[config.mk]
export PLATFORM = sky130hd
export DESIGN_NAME = autorange_frequency_counter_unit
export DESIGN_NICKNAME = d
export VERILOG_FILES = /design/src/rtl/core/afc_pkg.sv /design/src/rtl/core/afc_bcd_conv.sv /design/src/rtl/core/autorange_frequency_counter_unit.sv
export SDC_FILE = /design/constraint.sdc
export NUM_CORES = 1
export LEC_CHECK = 0
export BUFFER_PORTS_ARGS = -buffer_cell sky130_fd_sc_hd__buf_2
export CORE_MARGIN = 3
export CORE_UTILIZATION = 50
export CTS_CLUSTER_SIZE = 12
export DETAILED_ROUTE_END_ITERATION = 10
export GPL_TIMING_DRIVEN = 0
export HOLD_SLACK_MARGIN = 0.05
export PLACE_DENSITY = 0.68
export SLEW_MARGIN = 20
export SYNTH_ARGS = -nofsm -noshare
export SYNTH_HDL_FRONTEND = slang
export SYNTH_HIERARCHICAL = 1
export SYNTH_SLANG_ARGS = --single-unit
[constraint.sdc]
create_clock -name aclk -period 6 [get_ports aclk]
set_input_delay 0.9 -clock aclk [delete_from_list [all_inputs] [get_ports aclk]]
set_output_delay 0.9 -clock aclk [all_outputs]
set_load 0.005 [all_outputs]
[src/rtl/core/afc_pkg.sv]
// Shared types and constants for the autorange frequency counter.
// Used by the binary-to-BCD converter and the top level; no dependencies.

package afc_pkg;

    localparam int FREQ_W     = 32;   // binary frequency width
    localparam int BCD_DIGITS = 10;   // decimal digits needed for a 32-bit value
    localparam int OUT_NIBS   = 8;    // BCD nibbles that fit the digits field
    localparam int EDGE_W     = 30;   // saturating edge total
    localparam int TICK_W     = 17;   // gate length and tick position
    localparam int IN_EDGE_W  = 10;   // edges per reference tick

    localparam logic [EDGE_W-1:0] EDGE_MAX = {EDGE_W{1'b1}};

    // register map, index = paddr[3:2]
    localparam logic [1:0] REG_LONG_GATE = 2'd0;
    localparam logic [1:0] REG_LOW_THR   = 2'd1;
    localparam logic [1:0] REG_HIGH_THR  = 2'd2;

    localparam logic [TICK_W-1:0] LONG_GATE_RST = 17'd32768;
    localparam logic [FREQ_W-1:0] LOW_THR_RST   = 32'd800000;
    localparam logic [FREQ_W-1:0] HIGH_THR_RST  = 32'd900000;

    typedef enum logic [2:0] {
        ST_IDLE,
        ST_ACCUM,
        ST_DECIDE,
        ST_CONV,
        ST_SEND
    } afc_state_t;

    typedef struct packed {
        logic              start;
        logic [FREQ_W-1:0] value;
    } conv_req_t;

    typedef struct packed {
        logic                    done;
        logic [4*BCD_DIGITS-1:0] bcd;
    } conv_rsp_t;

endpackage

[src/rtl/core/afc_bcd_conv.sv]
// Iterative binary-to-BCD converter (shift and add-3), one bit per cycle.
// Depends on afc_pkg for widths and the request/response structs.

module afc_bcd_conv (
    input  logic               aclk,
    input  logic               aresetn,
    input  afc_pkg::conv_req_t req,
    output afc_pkg::conv_rsp_t rsp
);
    import afc_pkg::*;

    localparam int CNT_W = $clog2(FREQ_W + 1);

    logic                    busy_reg, busy_next;
    logic                    done_reg, done_next;
    logic [CNT_W-1:0]        cnt_reg, cnt_next;
    logic [FREQ_W-1:0]       bin_reg, bin_next;
    logic [4*BCD_DIGITS-1:0] bcd_reg, bcd_next;
    logic [4*BCD_DIGITS-1:0] adj;

    // add 3 to every digit of 5 or more before the shift
    always_comb begin
        for (int d = 0; d < BCD_DIGITS; d++) begin
            if (bcd_reg[4*d +: 4] >= 4'd5) begin
                adj[4*d +: 4] = bcd_reg[4*d +: 4] + 4'd3;
            end else begin
                adj[4*d +: 4] = bcd_reg[4*d +: 4];
            end
        end
    end

    always_comb begin
        busy_next = busy_reg;
        done_next = 1'b0;
        cnt_next  = cnt_reg;
        bin_next  = bin_reg;
        bcd_next  = bcd_reg;
        if (req.start) begin
            busy_next = 1'b1;
            cnt_next  = CNT_W'(FREQ_W);
            bin_next  = req.value;
            bcd_next  = '0;
        end else if (busy_reg) begin
            bcd_next = {adj[4*BCD_DIGITS-2:0], bin_reg[FREQ_W-1]};
            bin_next = {bin_reg[FREQ_W-2:0], 1'b0};
            cnt_next = cnt_reg - CNT_W'(1);
            if (cnt_reg == CNT_W'(1)) begin
                busy_next = 1'b0;
                done_next = 1'b1;
            end
        end
    end

    always_ff @(posedge aclk) begin
        if (!aresetn) begin
            busy_reg <= 1'b0;
            done_reg <= 1'b0;
            cnt_reg  <= '0;
        end else begin
            busy_reg <= busy_next;
            done_reg <= done_next;
            cnt_reg  <= cnt_next;
        end
    end

    always_ff @(posedge aclk) begin
        bin_reg <= bin_next;
        bcd_reg <= bcd_next;
    end

    assign rsp.done = done_reg;
    assign rsp.bcd  = bcd_reg;

endmodule

[src/rtl/core/autorange_frequency_counter_unit.sv]
// Gated frequency counter with automatic long/short gate selection.
// Depends on afc_pkg and instantiates afc_bcd_conv.
//
// Usage:
//   s_ channel: one transaction per reference tick, s_tdata[9:0] = edges seen.
//   m_ channel: one transaction on the tick that closes a gate, carrying the
//     frequency, its BCD digits and blank mask, and the gate/over-range flags.
//   APB port: 0x0 long gate ticks, 0x4 low threshold, 0x8 high threshold.
//     Write only while no tick is in flight.
// Sequence:
//   A tick that does not close a gate is accepted, then accumulated.
//   A closing tick is accepted, accumulated, compared with the thresholds,
//   run through the bit-serial BCD converter (32 shifts, one per cycle, then
//   its done flag), and loaded into the output register once that is free.
//   s_tready is low meanwhile.
// Reset: short gate first, empty total, register reset values loaded.
// Stall: a pending result sits in the output register; the block keeps taking
//   ticks until a further gate closes, then holds that result, with s_tready low, until the receiver takes the first.

module autorange_frequency_counter_unit #(
    parameter int DIGITS = 8
) (
    input  logic        aclk,
    input  logic        aresetn,
    input  logic        s_tvalid,
    output logic        s_tready,
    input  logic [15:0] s_tdata,   // [9:0] edges_in_tick
    output logic        m_tvalid,
    input  logic        m_tready,
    output logic [71:0] m_tdata,   // [31:0] frequency, [63:32] digits_bcd, [71:64] blank_mask
    output logic [1:0]  m_tuser,   // [0] used_short_gate, [1] over_range
    input  logic        psel,
    input  logic        penable,
    input  logic        pwrite,
    input  logic [3:0]  paddr,
    input  logic [31:0] pwdata,
    output logic [31:0] prdata,
    output logic        pready
);
    import afc_pkg::*;

    localparam int KEPT_DIGITS = (DIGITS < OUT_NIBS) ? DIGITS : OUT_NIBS;

    afc_state_t state_reg, state_next;

    logic [TICK_W-1:0] long_gate_reg;
    logic [FREQ_W-1:0] low_thr_reg;
    logic [FREQ_W-1:0] high_thr_reg;

    logic [EDGE_W-1:0]    edge_total_reg, edge_total_next;
    logic [TICK_W-1:0]    tick_pos_reg, tick_pos_next;
    logic                 short_mode_reg, short_mode_next;
    logic                 used_short_reg, used_short_next;
    logic [IN_EDGE_W-1:0] edges_reg;
    logic [FREQ_W-1:0]    freq_reg, freq_next;

    logic        m_tvalid_reg, m_tvalid_next;
    logic [71:0] m_tdata_reg;
    logic [1:0]  m_tuser_reg;
    logic        out_load;

    logic [EDGE_W:0]   sum;
    logic [EDGE_W-1:0] sat_total;
    logic [TICK_W-1:0] gate_len_raw, gate_len;
    logic [TICK_W:0]   ticks;
    logic              gate_close;

    logic [4*OUT_NIBS-1:0] digits;
    logic [OUT_NIBS-1:0]   blank;
    logic                  over;
    logic                  hi_zero;

    logic      cfg_wr;
    conv_req_t conv_req;
    conv_rsp_t conv_rsp;

    afc_bcd_conv u_conv (
        .aclk    (aclk),
        .aresetn (aresetn),
        .req     (conv_req),
        .rsp     (conv_rsp)
    );

    // configuration registers
    assign pready = 1'b1;
    assign cfg_wr = psel && penable && pwrite;

    always_ff @(posedge aclk) begin
        if (!aresetn) begin
            long_gate_reg <= LONG_GATE_RST;
            low_thr_reg   <= LOW_THR_RST;
            high_thr_reg  <= HIGH_THR_RST;
        end else if (cfg_wr) begin
            case (paddr[3:2])
                REG_LONG_GATE: long_gate_reg <= pwdata[TICK_W-1:0];
                REG_LOW_THR:   low_thr_reg   <= pwdata;
                REG_HIGH_THR:  high_thr_reg  <= pwdata;
                default:       ;
            endcase
        end
    end

    always_comb begin
        case (paddr[3:2])
            REG_LONG_GATE: prdata = {{(32-TICK_W){1'b0}}, long_gate_reg};
            REG_LOW_THR:   prdata = low_thr_reg;
            REG_HIGH_THR:  prdata = high_thr_reg;
            default:       prdata = '0;
        endcase
    end

    // saturating accumulate and gate end check
    assign sum          = {1'b0, edge_total_reg} + (EDGE_W+1)'(edges_reg);
    assign sat_total    = sum[EDGE_W] ? EDGE_MAX : sum[EDGE_W-1:0];
    assign gate_len_raw = short_mode_reg ? (long_gate_reg >> 2) : long_gate_reg;
    assign gate_len     = (gate_len_raw == '0) ? TICK_W'(1) : gate_len_raw;
    assign ticks        = {1'b0, tick_pos_reg} + (TICK_W+1)'(1);
    assign gate_close   = ticks >= {1'b0, gate_len};

    assign s_tready = (state_reg == ST_IDLE);
    assign out_load = (state_reg == ST_SEND) && (!m_tvalid_reg || m_tready);

    always_comb begin
        state_next      = state_reg;
        edge_total_next = edge_total_reg;
        tick_pos_next   = tick_pos_reg;
        short_mode_next = short_mode_reg;
        used_short_next = used_short_reg;
        freq_next       = freq_reg;
        conv_req.start  = 1'b0;
        conv_req.value  = freq_reg;
        m_tvalid_next   = m_tvalid_reg;
        if (m_tvalid_reg && m_tready) begin
            m_tvalid_next = 1'b0;
        end
        case (state_reg)
            ST_IDLE: begin
                if (s_tvalid) begin
                    state_next = ST_ACCUM;
                end
            end
            ST_ACCUM: begin
                if (gate_close) begin
                    freq_next       = short_mode_reg ? {sat_total, 2'b00}
                                                     : {2'b00, sat_total};
                    used_short_next = short_mode_reg;
                    edge_total_next = '0;
                    tick_pos_next   = '0;
                    state_next      = ST_DECIDE;
                end else begin
                    edge_total_next = sat_total;
                    tick_pos_next   = ticks[TICK_W-1:0];
                    state_next      = ST_IDLE;
                end
            end
            ST_DECIDE: begin
                // hysteresis on the next gate, then kick off the conversion
                if (short_mode_reg && (freq_reg < low_thr_reg)) begin
                    short_mode_next = 1'b0;
                end else if (!short_mode_reg && (freq_reg > high_thr_reg)) begin
                    short_mode_next = 1'b1;
                end
                conv_req.start = 1'b1;
                state_next     = ST_CONV;
            end
            ST_CONV: begin
                if (conv_rsp.done) begin
                    state_next = ST_SEND;
                end
            end
            ST_SEND: begin
                if (out_load) begin
                    m_tvalid_next = 1'b1;
                    state_next    = ST_IDLE;
                end
            end
            default: state_next = ST_IDLE;
        endcase
    end

    always_ff @(posedge aclk) begin
        if (!aresetn) begin
            state_reg      <= ST_IDLE;
            edge_total_reg <= '0;
            tick_pos_reg   <= '0;
            short_mode_reg <= 1'b1;
            m_tvalid_reg   <= 1'b0;
        end else begin
            state_reg      <= state_next;
            edge_total_reg <= edge_total_next;
            tick_pos_reg   <= tick_pos_next;
            short_mode_reg <= short_mode_next;
            m_tvalid_reg   <= m_tvalid_next;
        end
    end

    // digits, leading-zero mask and over-range from the full ten-digit result
    always_comb begin
        digits  = '0;
        blank   = '0;
        over    = 1'b0;
        hi_zero = 1'b1;
        for (int i = 0; i < KEPT_DIGITS; i++) begin
            digits[4*i +: 4] = conv_rsp.bcd[4*i +: 4];
        end
        for (int i = 1; i < KEPT_DIGITS; i++) begin
            hi_zero = 1'b1;
            for (int j = 0; j < BCD_DIGITS; j++) begin
                if ((j >= i) && (conv_rsp.bcd[4*j +: 4] != 4'd0)) begin
                    hi_zero = 1'b0;
                end
            end
            blank[i] = hi_zero;
        end
        for (int j = 0; j < BCD_DIGITS; j++) begin
            if ((j >= DIGITS) && (conv_rsp.bcd[4*j +: 4] != 4'd0)) begin
                over = 1'b1;
            end
        end
    end

    always_ff @(posedge aclk) begin
        if (s_tvalid && s_tready) begin
            edges_reg <= s_tdata[IN_EDGE_W-1:0];
        end
        freq_reg       <= freq_next;
        used_short_reg <= used_short_next;
        if (out_load) begin
            m_tdata_reg <= {blank, digits, freq_reg};
            m_tuser_reg <= {over, used_short_reg};
        end
    end

    assign m_tvalid = m_tvalid_reg;
    assign m_tdata  = m_tdata_reg;
    assign m_tuser  = m_tuser_reg;

endmodule

==> impl_metrics.tcl <==
set metrics [dict create \
    vias 14075 \
    synth.distinct_cells 82 \
    worst_pin_slew_ns 1.14 \
    placed_cell_area_sq_um 18300 \
    max-vdd-ir-drop_v 0.000227 \
    num_rows 66 \
    vias_per_cell 5.84 \
    cts_root_buffer "clkbuf_16" \
    post-route-period-util 0.779 \
    final_hold_viol_count 0 \
    final_nets 2114 \
    required_ns 6.23 \
    stdcell_count 2412 \
    drv_cap 0 \
    post_cts_buffers 0 \
    gp_congestion 0.955 \
    setup_viol 0 \
    rsz0062_at_grt "no" \
    skew_ns 0.0292 \
    period_minus_slack_ns 4.67 \
    grt_pass1_vias 13281 \
    worstSetupStartpointType "register" \
    clk_latency_ns 0.54 \
    p_leak_nw 7.76 \
    die_h_microns 190 \
    final_core_util 0.593 \
    drc 0 \
    yosysWarnings 6 \
    p_int_mw 4.16 \
    io_buffers 157 \
    cp_cell_sequence "clkbuf_1 > clkbuf_1 > buf_1 > mux2i_1 > nand2_1 > ha_1 > nand2b_1 > a211oi_1 > a2111oi_2 > o211ai_2 > nor2_1 > buf_2 > buf_2 > nor2_4 > buf_16" \
    arrival_ns 4.90 \
    p_sw_frac 0.279 \
    async_reset_ff_frac 0 \
    regArea_sq_um 8070 \
    dp_hpwl_microns 34900 \
    whs_path_depth 0 \
    pwr-share-seq 0.459 \
    cts_num_sinks 329 \
    grt_max_degree 33 \
    fmax_mhz 214 \
    slowest_delay_ns 0.59 \
    crit_type "reg2reg" \
    ys.flop_type "dfxtp_1" \
    final_cell_area_sq_um 19500 \
    maxSlewViolCount 0 \
    cts_made_buffers 38 \
    multi_input_comb_area_sq_um 8010 \
    synth_edf_count 148 \
    netlist_area_sq_um 16900 \
    dp_slack_ns 1.41 \
    grt_pass1_wl_microns 72800 \
    ctsHtreeMaxLevel 2 \
    cp_slowest_cell "clkbuf_1" \
    die-area_sq_um 36000 \
    ys_seq_elements 329 \
    antenna_left 0 \
    synth_area_per_cell_sq_um 9.71 \
    cts_buffer_depth 3 \
    grt.total_usage 0.255 \
    syn_inst 1741 \
    wl_per_cell_microns 19.6 \
    synth_nets 1914 \
    cts_tree "yes" \
    ioPinCount 168 \
    grt_remaining_overflow 0 \
    diodes 0 \
    holdBufCountCts 0 \
    largest_reg_flops 71 \
    r2r_cells 15 \
    drt_iter0_markers 1133 \
    core_area_sq_um 32900 \
    place_inst 2343 \
    drive_gt1_frac 0.157 \
    hold_path_class "reg2reg" \
    fin_hold_ws_ns 0.446 \
    maxSlewHeadroom 0.234 \
    firstDrtPassIters 7 \
    cellPowerDensity_nw_per_um2 295 \
    p_switching_mw 1.61 \
    post_cts_resized 0 \
    area_growth_pct 15.5 \
    layout_setup_ws_ns 1.33 \
    status "complete, no violations" \
    cp_max_fo 23 \
    p_comb_frac 0.153 \
    antenna_found_initial 0 \
    start_util 0.513 \
    die_w_microns 190 \
    clockPowerShare 0.388 \
    ys_seq_area_frac 0.477 \
    fill_cells 2865 \
    clkTransAtPathRegs_ns 0.06 \
    wirelength_microns 47200 \
    cp-end-kind "register" \
]
## final cells by class
cell class / instances / share of cell area
flip-flops and latches: 329 / 0.413
well taps: 442 / 0.0283
multi-input cells: 1203 / 0.410
clock buffers: 53 / 0.0532
repair buffers: 160 / 0.0441
plain buffers: 88 / 0.0198
clock inverters: 16 / 0.00775
inverters: 121 / 0.0233
## per-stage QoR
| stage | setup TNS (ns) | power [mW] |
|---|---|---|
| floorplan | 0 | 3.31 |
| global placement | -27.73 | 3.50 |
| detailed placement | 0 | 3.55 |
| CTS | 0 | 5.77 |
| global route | 0 | 6.00 |
| finish | 0 | 5.77 |
## cell usage in the layout (no fill, tap or decap), types with 11 or more instances in the layout
| master | n |
|---|---|
| a21o_1 | 24 |
| a21oi_1 | 165 |
| a22o_1 | 18 |
| and2_1 | 15 |
| and3_1 | 14 |
| buf_2 | 181 |
| clkbuf_1 | 68 |
| clkbuf_16 | 39 |
| dfxtp_1 | 181 |
| edfxtp_1 | 148 |
| ha_1 | 113 |
| inv_1 | 120 |
| mux2_2 | 32 |
| mux2i_1 | 54 |
| nand2_1 | 257 |
| nand3_1 | 42 |
| nand4_1 | 35 |
| nor2_1 | 53 |
| nor3_1 | 29 |
| nor4_1 | 17 |
| o211ai_1 | 23 |
| o21ai_0 | 78 |
| o21ai_1 | 22 |
| o22ai_1 | 11 |
| or3_1 | 12 |
| xnor2_1 | 24 |
| xor2_1 | 11 |
## cell families after synthesis
group,share of synthesized area
AOI/OAI and AO/OA,0.164
and+or+nand+nor,0.152
adders and majority gates,0.0848
muxes,0.0533
other,0.000444
DFF,0.477
buffers and inverters,0.0497
xor gates and xnor gates,0.0181
## worst paths after layout
path | start | endpoint | slack, ns
hold reg to reg | used_short_reg | m_tuser[0] | 0.45
hold / removal | used_short_reg | m_tuser[0] | 0.45
setup / recovery | short_mode_reg | freq_reg[15] | 1.33
setup reg to reg | short_mode_reg | freq_reg[15] | 1.33
## critical path, delay by kind of cell (launching register included)
kind / cells / cell delay, ns
fa+ha+maj: 1 / 0.18
simple gates: 4 / 0.68
mux: 1 / 0.29
flops: 1 / 0.34
compound gates: 3 / 0.75
buf+inv: 6 / 2.11
## power groups by stage
| stage | Clock (mW) | Combinational, mW | Sequential, mW |
|---|---|---|---|
| after floorplan | 0 | 0.669 | 2.64 |
| after global placement | 0 | 0.818 | 2.69 |
| after detailed placement | 0 | 0.859 | 2.69 |
| after CTS | 2.27 | 0.865 | 2.64 |
| after global routing | 2.35 | 0.982 | 2.67 |
| final | 2.24 | 0.881 | 2.65 |
## per-layer routing
layer,global-route usage,share of wire,up-vias
li1,-,-,6696
met1,0.370,0.45,6735
met2,0.395,0.44,544
met3,0.0367,0.073,100
met4,0.0822,0.028,0
met5,0,0,-
## Yosys cell counts, types with 22 or more instances
| library cell | n | area share |
|---|---|---|
| inv_1 | 120 | 0.027 |
| nor2_1 | 54 | 0.012 |
| a21o_1 | 24 | 0.011 |
| o21ai_0 | 78 | 0.023 |
| clkbuf_1 | 55 | 0.012 |
| o21ai_1 | 22 | 0.0065 |
| nand4_1 | 35 | 0.013 |
| nand2_1 | 257 | 0.057 |
| nor3_1 | 29 | 0.0086 |
| nand3_1 | 42 | 0.012 |
| edfxtp_1 | 148 | 0.26 |
| mux2_2 | 32 | 0.021 |
| ha_1 | 113 | 0.084 |
| dfxtp_1 | 181 | 0.21 |
| o211ai_1 | 23 | 0.010 |
| a21oi_1 | 165 | 0.049 |
| mux2i_1 | 54 | 0.032 |
| xnor2_1 | 24 | 0.012 |
| buf_2 | 24 | 0.0071 |
Power figures use the tool's default switching activity.
